File: src/sv/leb_pkg.sv
// Shared constants and codes for the line edit buffer.
package leb_pkg;

    // Default character store size.
    localparam int CAPACITY_DEF = 256;

    // Scroll window width after reset.
    localparam logic [7:0] WIDTH_RESET = 8'd32;

    // Printable character range.
    localparam logic [7:0] PRINT_LO = 8'd32;
    localparam logic [7:0] PRINT_HI = 8'd126;

    // Request codes.
    localparam logic [3:0] REQ_INSERT    = 4'd0;
    localparam logic [3:0] REQ_BACKSPACE = 4'd1;
    localparam logic [3:0] REQ_DELETE    = 4'd2;
    localparam logic [3:0] REQ_DELKEY    = 4'd3;
    localparam logic [3:0] REQ_LEFT      = 4'd4;
    localparam logic [3:0] REQ_RIGHT     = 4'd5;
    localparam logic [3:0] REQ_HOME      = 4'd6;
    localparam logic [3:0] REQ_END       = 4'd7;
    localparam logic [3:0] REQ_CLEAR     = 4'd8;
    localparam logic [3:0] REQ_READ      = 4'd9;

    // Status codes.
    localparam logic [1:0] ST_DONE  = 2'd0;
    localparam logic [1:0] ST_NOOP  = 2'd1;
    localparam logic [1:0] ST_FULL  = 2'd2;
    localparam logic [1:0] ST_RANGE = 2'd3;

endpackage

File: src/sv/leb_store.sv
// Character store: one write port and one read port with registered read data.
module leb_store #(
    parameter int CAPACITY = leb_pkg::CAPACITY_DEF,
    localparam int AW = $clog2(CAPACITY)
) (
    input  logic          clk,
    input  logic          we,
    input  logic [AW-1:0] waddr,
    input  logic [7:0]    wdata,
    input  logic [AW-1:0] raddr,
    output logic [7:0]    rdata
);

    logic [7:0] mem [CAPACITY];
    logic [7:0] rdata_reg;

    // Write one entry and register the read data.
    always_ff @(posedge clk)
    begin
        if (we)
        begin
            mem[waddr] <= wdata;
        end
        rdata_reg <= mem[raddr];
    end

    assign rdata = rdata_reg;

endmodule

File: src/sv/line_edit_buffer_unit.sv
// Top level of the line edit buffer: sequencer, cursor state and scroll tracking.
//
//  channel   | signals                                       | timing
//  ----------+-----------------------------------------------+---------------------------
//  request   | start, busy, req_type, char_code, read_index  | transfer when start && !busy
//  result    | done, cursor_pos, text_len, scroll_pos,       | valid for the one cycle
//            | read_char, status                             | that done is high
//  config    | cfg_we, cfg_data (visible_width)              | written when cfg_we is high
//
// A move or end request passes decode, follow and report; home, clear and rejected
// requests go from decode to report, and a read passes decode, read wait and report.
// An insert or delete walks the tail through the single store port pair with one
// shared step counter, then passes commit, follow and report.
// Reset clears length, cursor and scroll at once; the store needs no clearing pass.
// The result is shown for one cycle only; the receiver cannot stall it.
module line_edit_buffer_unit #(
    parameter int CAPACITY = leb_pkg::CAPACITY_DEF
) (
    input  logic       clk,
    input  logic       rst_n,
    input  logic       start,
    output logic       busy,
    input  logic [3:0] req_type,
    input  logic [7:0] char_code,
    input  logic [7:0] read_index,
    output logic       done,
    output logic [8:0] cursor_pos,
    output logic [8:0] text_len,
    output logic [8:0] scroll_pos,
    output logic [7:0] read_char,
    output logic [1:0] status,
    input  logic       cfg_we,
    input  logic [7:0] cfg_data
);

    localparam int AW = $clog2(CAPACITY);
    localparam int CW = $clog2(CAPACITY + 1);
    localparam int EW = ((CW > 8) ? CW : 8) + 1;

    typedef enum logic [2:0] {
        S_IDLE,
        S_DECODE,
        S_SHIFT,
        S_COMMIT,
        S_FOLLOW,
        S_READ_WAIT,
        S_REPORT
    } state_t;

    state_t        state_reg;
    logic [3:0]    req_reg;
    logic [7:0]    chr_reg;
    logic [7:0]    idx_reg;
    logic [7:0]    width_reg;
    logic [CW-1:0] length_reg;
    logic [CW-1:0] cursor_reg;
    logic [CW-1:0] scroll_reg;
    logic [CW-1:0] scroll_next;
    logic [CW-1:0] cnt_reg;
    logic [AW-1:0] src_reg;
    logic [AW-1:0] dst_reg;
    logic          pend_reg;
    logic          up_reg;
    logic          ins_reg;
    logic [1:0]    status_reg;
    logic [7:0]    rd_char_reg;
    logic [8:0]    cursor_pos_reg;
    logic [8:0]    text_len_reg;
    logic [8:0]    scroll_pos_reg;
    logic [7:0]    read_char_reg;
    logic [1:0]    status_out_reg;
    logic          done_reg;

    logic          mem_we;
    logic [AW-1:0] mem_waddr;
    logic [7:0]    mem_wdata;
    logic [AW-1:0] mem_raddr;
    logic [7:0]    mem_rdata;

    logic          is_print;
    logic          at_end;
    logic          sel_bs;
    logic          is_full;
    logic          idx_ok;
    logic [EW-1:0] width_e;
    logic [EW-1:0] cursor_e;
    logic [EW-1:0] scroll_e;

    leb_store #(
        .CAPACITY (CAPACITY)
    ) u_store (
        .clk   (clk),
        .we    (mem_we),
        .waddr (mem_waddr),
        .wdata (mem_wdata),
        .raddr (mem_raddr),
        .rdata (mem_rdata)
    );

    // Decode helpers on the captured request.
    assign is_print = (chr_reg >= leb_pkg::PRINT_LO) && (chr_reg <= leb_pkg::PRINT_HI);
    assign at_end   = (cursor_reg == length_reg);
    assign sel_bs   = (req_reg == leb_pkg::REQ_BACKSPACE)
                   || ((req_reg == leb_pkg::REQ_DELKEY) && at_end);
    assign is_full  = (length_reg == CW'(CAPACITY)) || (cursor_reg > length_reg);
    assign idx_ok   = EW'(idx_reg) < EW'(length_reg);

    // Keep the cursor inside the window; a zero width counts as one.
    assign width_e  = (width_reg == 8'd0) ? EW'(1) : EW'(width_reg);
    assign cursor_e = EW'(cursor_reg);
    assign scroll_e = EW'(scroll_reg);

    always_comb
    begin
        if (cursor_e < scroll_e)
        begin
            scroll_next = cursor_reg;
        end
        else if (cursor_e >= scroll_e + width_e)
        begin
            scroll_next = CW'(cursor_e - width_e + EW'(1));
        end
        else
        begin
            scroll_next = scroll_reg;
        end
    end

    // Steer the store ports from the sequencer state.
    always_comb
    begin
        mem_we    = 1'b0;
        mem_waddr = dst_reg;
        mem_wdata = mem_rdata;
        mem_raddr = src_reg;
        unique case (state_reg)
            S_DECODE:
            begin
                mem_raddr = AW'(idx_reg);
            end
            S_SHIFT:
            begin
                mem_we = pend_reg;
            end
            S_COMMIT:
            begin
                if (ins_reg)
                begin
                    mem_we    = 1'b1;
                    mem_waddr = AW'(cursor_reg);
                    mem_wdata = chr_reg;
                end
            end
            default:
            begin
                mem_we = 1'b0;
            end
        endcase
    end

    // Hold the window width register.
    always_ff @(posedge clk or negedge rst_n)
    begin
        if (!rst_n)
        begin
            width_reg <= leb_pkg::WIDTH_RESET;
        end
        else if (cfg_we)
        begin
            width_reg <= cfg_data;
        end
    end

    // Sequencer with buffer state and registered result.
    always_ff @(posedge clk or negedge rst_n)
    begin
        if (!rst_n)
        begin
            state_reg      <= S_IDLE;
            req_reg        <= '0;
            chr_reg        <= '0;
            idx_reg        <= '0;
            length_reg     <= '0;
            cursor_reg     <= '0;
            scroll_reg     <= '0;
            cnt_reg        <= '0;
            src_reg        <= '0;
            dst_reg        <= '0;
            pend_reg       <= 1'b0;
            up_reg         <= 1'b0;
            ins_reg        <= 1'b0;
            status_reg     <= leb_pkg::ST_DONE;
            rd_char_reg    <= '0;
            cursor_pos_reg <= '0;
            text_len_reg   <= '0;
            scroll_pos_reg <= '0;
            read_char_reg  <= '0;
            status_out_reg <= leb_pkg::ST_DONE;
            done_reg       <= 1'b0;
        end
        else
        begin
            done_reg <= 1'b0;
            unique case (state_reg)
                S_IDLE:
                begin
                    // Take a request transfer.
                    if (start)
                    begin
                        req_reg     <= req_type;
                        chr_reg     <= char_code;
                        idx_reg     <= read_index;
                        status_reg  <= leb_pkg::ST_DONE;
                        rd_char_reg <= '0;
                        pend_reg    <= 1'b0;
                        state_reg   <= S_DECODE;
                    end
                end
                S_DECODE:
                begin
                    unique case (req_reg)
                        leb_pkg::REQ_INSERT:
                        begin
                            if (!is_print)
                            begin
                                status_reg <= leb_pkg::ST_NOOP;
                                state_reg  <= S_REPORT;
                            end
                            else if (is_full)
                            begin
                                status_reg <= leb_pkg::ST_FULL;
                                state_reg  <= S_REPORT;
                            end
                            else
                            begin
                                // Open a gap at the cursor, top entry first.
                                cnt_reg   <= length_reg - cursor_reg;
                                src_reg   <= AW'(length_reg - CW'(1));
                                up_reg    <= 1'b1;
                                ins_reg   <= 1'b1;
                                state_reg <= S_SHIFT;
                            end
                        end
                        leb_pkg::REQ_BACKSPACE, leb_pkg::REQ_DELETE, leb_pkg::REQ_DELKEY:
                        begin
                            if (sel_bs)
                            begin
                                if ((cursor_reg == '0) || (length_reg == '0))
                                begin
                                    status_reg <= leb_pkg::ST_NOOP;
                                    state_reg  <= S_REPORT;
                                end
                                else
                                begin
                                    // Drop the entry before the cursor.
                                    cursor_reg <= cursor_reg - CW'(1);
                                    cnt_reg    <= length_reg - cursor_reg;
                                    src_reg    <= AW'(cursor_reg);
                                    up_reg     <= 1'b0;
                                    ins_reg    <= 1'b0;
                                    state_reg  <= S_SHIFT;
                                end
                            end
                            else if (cursor_reg >= length_reg)
                            begin
                                status_reg <= leb_pkg::ST_NOOP;
                                state_reg  <= S_REPORT;
                            end
                            else
                            begin
                                // Drop the entry at the cursor.
                                cnt_reg   <= length_reg - cursor_reg - CW'(1);
                                src_reg   <= AW'(cursor_reg + CW'(1));
                                up_reg    <= 1'b0;
                                ins_reg   <= 1'b0;
                                state_reg <= S_SHIFT;
                            end
                        end
                        leb_pkg::REQ_LEFT:
                        begin
                            if (cursor_reg != '0)
                            begin
                                cursor_reg <= cursor_reg - CW'(1);
                                state_reg  <= S_FOLLOW;
                            end
                            else
                            begin
                                status_reg <= leb_pkg::ST_NOOP;
                                state_reg  <= S_REPORT;
                            end
                        end
                        leb_pkg::REQ_RIGHT:
                        begin
                            if (cursor_reg < length_reg)
                            begin
                                cursor_reg <= cursor_reg + CW'(1);
                                state_reg  <= S_FOLLOW;
                            end
                            else
                            begin
                                status_reg <= leb_pkg::ST_NOOP;
                                state_reg  <= S_REPORT;
                            end
                        end
                        leb_pkg::REQ_HOME:
                        begin
                            cursor_reg <= '0;
                            scroll_reg <= '0;
                            state_reg  <= S_REPORT;
                        end
                        leb_pkg::REQ_END:
                        begin
                            cursor_reg <= length_reg;
                            state_reg  <= S_FOLLOW;
                        end
                        leb_pkg::REQ_CLEAR:
                        begin
                            length_reg <= '0;
                            cursor_reg <= '0;
                            scroll_reg <= '0;
                            state_reg  <= S_REPORT;
                        end
                        leb_pkg::REQ_READ:
                        begin
                            // The store read was issued this cycle.
                            if (idx_ok)
                            begin
                                state_reg <= S_READ_WAIT;
                            end
                            else
                            begin
                                status_reg <= leb_pkg::ST_RANGE;
                                state_reg  <= S_REPORT;
                            end
                        end
                        default:
                        begin
                            status_reg <= leb_pkg::ST_NOOP;
                            state_reg  <= S_REPORT;
                        end
                    endcase
                end
                S_SHIFT:
                begin
                    // Read one entry per cycle; its move lands the next cycle.
                    if (cnt_reg != '0)
                    begin
                        dst_reg  <= up_reg ? (src_reg + AW'(1)) : (src_reg - AW'(1));
                        src_reg  <= up_reg ? (src_reg - AW'(1)) : (src_reg + AW'(1));
                        cnt_reg  <= cnt_reg - CW'(1);
                        pend_reg <= 1'b1;
                    end
                    else
                    begin
                        pend_reg  <= 1'b0;
                        state_reg <= S_COMMIT;
                    end
                end
                S_COMMIT:
                begin
                    if (ins_reg)
                    begin
                        length_reg <= length_reg + CW'(1);
                        cursor_reg <= cursor_reg + CW'(1);
                    end
                    else
                    begin
                        length_reg <= length_reg - CW'(1);
                    end
                    state_reg <= S_FOLLOW;
                end
                S_FOLLOW:
                begin
                    scroll_reg <= scroll_next;
                    state_reg  <= S_REPORT;
                end
                S_READ_WAIT:
                begin
                    rd_char_reg <= mem_rdata;
                    state_reg   <= S_REPORT;
                end
                S_REPORT:
                begin
                    cursor_pos_reg <= 9'(cursor_reg);
                    text_len_reg   <= 9'(length_reg);
                    scroll_pos_reg <= 9'(scroll_reg);
                    read_char_reg  <= rd_char_reg;
                    status_out_reg <= status_reg;
                    done_reg       <= 1'b1;
                    state_reg      <= S_IDLE;
                end
                default:
                begin
                    state_reg <= S_IDLE;
                end
            endcase
        end
    end

    assign busy       = (state_reg != S_IDLE);
    assign done       = done_reg;
    assign cursor_pos = cursor_pos_reg;
    assign text_len   = text_len_reg;
    assign scroll_pos = scroll_pos_reg;
    assign read_char  = read_char_reg;
    assign status     = status_out_reg;

endmodule

File: config.mk
export PLATFORM = sky130hd
export DESIGN_NAME = line_edit_buffer_unit
export DESIGN_NICKNAME = d
export VERILOG_FILES = /design/src/sv/leb_pkg.sv /design/src/sv/leb_store.sv /design/src/sv/line_edit_buffer_unit.sv
export SDC_FILE = /design/constraint.sdc
export NUM_CORES = 2
export LEC_CHECK = 0
export BUFFER_PORTS_ARGS = -buffer_cell sky130_fd_sc_hd__buf_2
export CORE_MARGIN = 2
export CORE_UTILIZATION = 35
export DETAILED_ROUTE_END_ITERATION = 10
export PLACE_DENSITY_LB_ADDON = 0.25
export SETUP_SLACK_MARGIN = 0.4
export SYNTH_ARGS = -nofsm -noshare
export SYNTH_HDL_FRONTEND = slang
export SYNTH_HIERARCHICAL = 1
export SYNTH_SLANG_ARGS = --single-unit
File: constraint.sdc
create_clock -name clk -period 7.7 [get_ports clk]
set_input_delay 1.54 -clock clk [delete_from_list [all_inputs] [get_ports clk]]
set_output_delay 1.54 -clock clk [all_outputs]
set_load 0.02 [all_outputs]
# [Word level (Yosys, flattened, before mapping)]
# Memory sizes are Yosys's and may differ from the RTL's. A register that Yosys moved wholly into a read port is not among the register bits.
# Index checks and enable logic that the tools add are counted.
[totals] mem_bits_rw=2048 ff_bits=133 memories=1
[mem_list] memory="u_store.mem" depth=256 word_bits=8 read_ports=1 rd_ports_with_merged_regs=1 wr=1 line="leb_store.sv:14" text="logic [7:0] mem [CAPACITY];"
[op_classes] reduce_logical=35 order_cmp=8 muxes=77 eq_ne=45 add_sub_neg=12
[ops] operator="9-bit 2-to-1 mux" n=16
[ops] operator="8-bit 2-to-1 mux" n=15
[ops] operator="9-bit case mux with 2 select lines" n=5
[ops] operator="8-bit case mux with 2 select lines" n=3
[ops] operator="9-bit case mux with 5 select lines" n=1
[ops] operator="3-bit != test (second input constant)" n=12
[ops] operator="9-bit by 1-bit subtractor with 9-bit output (second input constant)" n=4
[ops] operator="9-bit by 1-bit adder with 9-bit output (second input constant)" n=3
[ops] operator="2-bit 2-to-1 mux" n=12
[ops] operator="3-bit 2-to-1 mux" n=7
[ops] operator="4-bit != test (second input constant)" n=5
[ops] operator="9-bit logical NOT" n=2
[ops] operator="9-bit < comparator" n=2
[ops] operator="3-bit case mux with 6 select lines" n=1
[ops] operator="9-bit nonzero test" n=2
[ops] operator="4-bit by 3-bit == test with 1-bit output (second input constant)" n=4
[ops] operator="2-bit != test (second input constant)" n=8
[ops] operator="3-bit case mux with 5 select lines" n=1
[ops] operator="7-bit AND reduction" n=2
[ops] operator="2-bit nonzero test" n=7
[ops] operator="2-bit case mux with 6 select lines" n=1
[ops] operator="2-bit AND reduction" n=6
[ops] operator="1-bit 2-to-1 mux" n=11
[ops] operator="9-bit by 8-bit adder with 10-bit output" n=1
[ops] operator="other kinds (34)" n=46

# [Depth between registers and ports, before layout]
[logic_depth] depth_word=7 mapped_depth=20 mapped_depth_nobuf=19

# [By module]
# The synthesis kept the hierarchy.
[by_module_without_submodules] module="leb_store" cells_each=3733 area_per_inst_um2=79556.3 instances=1 seq_area_each_um2=61659.1
[by_module_without_submodules] module="line_edit_buffer_unit" cells_each=1107 area_per_inst_um2=9160.0 instances=1 seq_area_each_um2=3329.4

# [Worst setup path after synthesis]
# OpenSTA, ideal clock, no wires.
[synth_timing] path_type="reg2reg" start="register state_reg[0]" end="memory u_store.mem[0][5], data pin" path_buffers=2 setup_slack_ps=3885 setup_time_ps=556 path_stages_with_launch=7 arrival_ps=3259 path_cell_list="dfrtp_1 clkbuf_1 nand2_1 nor2_1 nand2_1 clkbuf_1 mux2_2"
[synth_via] elab_chain_len=2
[synth_lines] element="start: declaration" line="line_edit_buffer_unit.sv:50" text="state_t state_reg;"
[synth_lines] element="start signal: assignment" line="line_edit_buffer_unit.sv:179" text="state_reg <= S_IDLE;"
[synth_lines] element="start signal: assignment" line="line_edit_buffer_unit.sv:216" text="state_reg <= S_DECODE;"
[synth_lines] element="start signal: assignment" line="line_edit_buffer_unit.sv:227" text="state_reg <= S_REPORT;"
[synth_lines] element="3-bit by 2-bit == test with 1-bit output" line="line_edit_buffer_unit.sv:136" text="unique case (state_reg)"
[synth_lines] element="8-bit 2-to-1 mux" line="line_edit_buffer_unit.sv:136"
[synth_lines] element="via mem_wdata[5]" line="line_edit_buffer_unit.sv:76" text="logic [7:0] mem_wdata;"
[synth_lines] element="end: declaration" line="leb_store.sv:14"
# The timed path passes the listed nets, and every way through them passes these cells.

# [Worst setup path in the final report]
[layout_timing] start="register state_reg[1]" end="register u_store.rdata_reg[3] (netlist: u_store/rdata[3]), read port of u_store.mem"
[layout_via] elab_chain_len=2
[layout_lines] element="3-bit by 1-bit == test with 1-bit output" line="line_edit_buffer_unit.sv:136"
[layout_lines] element="8-bit 2-to-1 mux" line="line_edit_buffer_unit.sv:136"
[layout_lines] element="via mem_raddr[1]" line="line_edit_buffer_unit.sv:77" text="logic [AW-1:0] mem_raddr;"
[layout_lines] element="end: declaration" line="leb_store.sv:15" text="logic [7:0] rdata_reg;"
# The timed path passes the listed nets, and every way through them passes these cells.
# A chain may end at the register's enable or synchronous reset.

==> run summary <==
• **number of enable-type register cells in the synthesized netlist** 2048
• **transition time at the pin with the least slew margin** 1470 ps
• **wire length after detailed routing** 237000 um
• **top_reg_cell synth** sky130_fd_sc_hd__edfxtp_1
• **Total Die Area** 258000 um^2
• **number of setup buffers added after CTS** 0
• **number of flip-flops and latches in the synthesized netlist** 2189
• **CTS Hold Buffers Added** 0
• **Hold/Removal Path Class** flop to flop
• **Placer Congestion** 0.826
• **die width** 507 um
• **maximum level of the CTS H-tree** 4
• **Comb power frac** 36.8%
• **Leak** 32.2 nW
• **startpoint class of the critical path** flop
• **status** completed
• **fraction of final layout cells sized beyond drive strength 1** 20.3%
• **Worst Path Required** 8380 ps
• **TritonCTS buffer count** 222
• **share of async-settable or async-resettable flops after synthesis** 6.08%
• **final count of hold timing violations** 0
• **fin area** 100000 um^2
• **power share of the clock group** 25.8%
• **via count of the first global-routing pass** 46700
• **Simple-Gate Fraction of Synth Area** 4.57%
• **internal power** 26.7 mW
• **cell area after technology mapping** 88700 um^2
• **setup slack on the worst flop-to-flop path** 1720 ps
• **Fin Setup TNS** 0 ps
• **xor/xnor cell area share of the yosys netlist** 0.503%
• **post-route DRC violation count** 0
• **PD cells** 417 nW/um^2
• **Final period util** 77.6%
• **Setup violations, final** 0
• **proportion of power drawn by flip-flops and latches** 37.5%
• **final count of pins violating max slew** 0
• **placed standard-cell area** 92900 um^2
• **time the final worst path needs with I/O delays and setup** 5980 ps
• **TritonCTS clock tree** built
• **largest fanout on the critical path** 99
• **final worst clock skew** 54.0 ps
• **I/O pins** 71
• **post-synthesis cell count** 4840
• **source-to-sink clock delay at the later pin of the worst-skew pair** 860 ps
• **antenna violations before repair** 6
• **first-pass iteration count of the detailed router** 5
• **die extent in y** 507 um
• **clock sinks** 2189
• **number of synthesis warnings** 6
• **Final nets** 5060
• **start-to-end type of the worst setup path** flop to flop
• **total power consumption of the routed design** 41.8 mW
• **global-route wire length before repair** 343000 um
• **critical path endpoint category** flop
• **top library cells by usage in the layout, fill and taps aside** sky130_fd_sc_hd__edfxtp_1, sky130_fd_sc_hd__mux4_2, sky130_fd_sc_hd__nor2_1, sky130_fd_sc_hd__nand2_1, sky130_fd_sc_hd__clkbuf_16
• **total nets after synthesis** 4940
• **post-layout utilization of the core** 39.8%
• **maximum operating frequency** 0.167 GHz
• **switch share** 36.2%
• **Seq/Total Area, Yosys** 73.3%
• **DP Wirelength** 145000 um
• **post-cts resize count** 0
• **number of vias per cell after detailed routing** 5.52
• **max_cap viols** 0
• **largest family of logic cells by synthesized area** multiplexers
• **unrepaired setup endpoints after global routing** false
• **maximum number of pins on one net before global-route repair** 185
• **final antenna-violating net count** 0
• **Total Routing Usage GR** 18.2%
• **share of synthesized area spent on multiplexers** 13.4%
• **number of flip-flops under the largest register name** 2048
• **Vias** 46900
• **Syn-to-layout area delta** 13.0%
• **Slew headroom** 1.89%
• **Post-Synth Adder-Cell Area** 0.984%
• **most common cell after layout, fill and taps aside** sky130_fd_sc_hd__edfxtp_1
• **row count** 184
• **cell at the root of the clock tree** sky130_fd_sc_hd__clkbuf_16
• **Distinct cells, synth** 99
• **data arrival at the endpoint of the critical path** 6660 ps
• **I/O Buffers** 70
• **most flop-heavy register** u_store/mem
• **share of the synthesized area in compound gates (AO/OA/AOI/OAI)** 5.17%
• **total congestion overflow** 0
• **switching power** 15.2 mW
• **routed wire length per instance** 27.8 um
• **Synth Area per Inst** 18.3 um^2
• **DRC marker count from the first detailed-route iteration** 5103
• **clock-pin slew on the worst setup and hold paths** 60 ps
• **number of buffers on the longest clock path** 3
• **Starting Density** 35.3%
• **peak supply drop** 0.428 mV
• **area of the placeable core** 252000 um^2
## final timing paths
kind                          startpoint                to  cells past startpoint
setup / recovery            state_reg[1]  u_store/rdata[3]                     12
hold / removal             cursor_pos[4]     cursor_pos[4]                      2
setup reg to reg            state_reg[1]  u_store/rdata[3]                     12
hold reg to reg            cursor_pos[4]     cursor_pos[4]                      2
max in group asynchronous          rst_n        cnt_reg[1]                      2
min in group asynchronous          rst_n     scroll_pos[7]                      1
## critical path, stage by stage, from the launching register on
cell and delay (ps):
sky130_fd_sc_hd__dfrtp_1 490, sky130_fd_sc_hd__nand2b_1 220, sky130_fd_sc_hd__nor2_1 450, sky130_fd_sc_hd__buf_4 310, sky130_fd_sc_hd__nand2_1 120, sky130_fd_sc_hd__o21ai_4 240
sky130_fd_sc_hd__buf_12 450, sky130_fd_sc_hd__buf_4 690, sky130_fd_sc_hd__mux4_2 480, sky130_fd_sc_hd__a221oi_1 870, sky130_fd_sc_hd__o32ai_1 220, sky130_fd_sc_hd__nor3_1 780
sky130_fd_sc_hd__nor4_1 190
## synth_stat cells, types with 19 or more instances
master	n	area, um^2
sky130_fd_sc_hd__mux2i_1	142	1420
sky130_fd_sc_hd__a22oi_1	138	1040
sky130_fd_sc_hd__clkbuf_1	154	578
sky130_fd_sc_hd__buf_1	25	93.8
sky130_fd_sc_hd__nand3_1	65	325
sky130_fd_sc_hd__o22ai_1	34	213
sky130_fd_sc_hd__nor2b_1	41	257
sky130_fd_sc_hd__buf_2	40	200
sky130_fd_sc_hd__nor2_1	339	1270
sky130_fd_sc_hd__a22o_1	19	166
sky130_fd_sc_hd__edfxtp_1	2048	61500
sky130_fd_sc_hd__buf_6	23	259
sky130_fd_sc_hd__nor3_1	48	240
sky130_fd_sc_hd__nor4_1	29	181
sky130_fd_sc_hd__buf_4	28	210
sky130_fd_sc_hd__mux4_2	454	10200
sky130_fd_sc_hd__a211oi_1	24	180
sky130_fd_sc_hd__inv_1	53	199
sky130_fd_sc_hd__dfrtp_1	132	3300
sky130_fd_sc_hd__o221ai_1	46	403
sky130_fd_sc_hd__nand4_1	23	144
sky130_fd_sc_hd__ha_1	65	813
sky130_fd_sc_hd__o21ai_0	125	626
sky130_fd_sc_hd__nand2_1	277	1040
sky130_fd_sc_hd__xnor2_1	37	324
sky130_fd_sc_hd__a21oi_1	143	716
## routing by layer
| layer | wire [um] | global-route usage [%] | vias up |
|---|---|---|---|
| li1 | - | - | 19800 |
| met1 | 102000 | 25.7 | 25100 |
| met2 | 113000 | 29.1 | 1632 |
| met3 | 15900 | 3.26 | 359 |
| met4 | 6130 | 4.67 | 4 |
| met5 | 19 | 0 | - |
## power groups by stage
stage	clock network [mW]	logic, mW	registers, mW
floorplan	0	10.1	15.9
finish	10.8	15.4	15.7
CTS	11.0	15.5	15.7
global placement	0	15.4	15.9
global route	11.5	16.4	15.7
detailed placement	0	15.5	15.9
## area by class of cell
cell class | instances | area (um^2)
Antenna cell | 3 | 7.51
Clock buffer | 254 | 5700
Clock inverter | 159 | 1610
Fill cell | 22400 | 151000
Inverter | 56 | 210
Multi-Input combinational cell | 2303 | 22100
Sequential cell | 2189 | 65000
Tap cell | 3348 | 4190
Timing Repair Buffer | 188 | 1460
## through the flow
stage,setup slack (ps),hold slack [ps],std cells
2_1_floorplan,3890,409,4840
3_5_place_dp,1880,467,8084
4_1_cts,1850,480,8497
3_3_place_gp,1710,460,8082
5_1_grt,1530,503,8498
6_report,1720,475,8500
## logic make-up after synthesis
logic type	Yosys count
and+or+nand+nor	900
muxes	612
DFF	2189
AOI/OAI and AO/OA	672
xor gates and xnor gates	51
buffers and inverters	348
adders and majority gates	68
(Power assumes the default switching activity.)
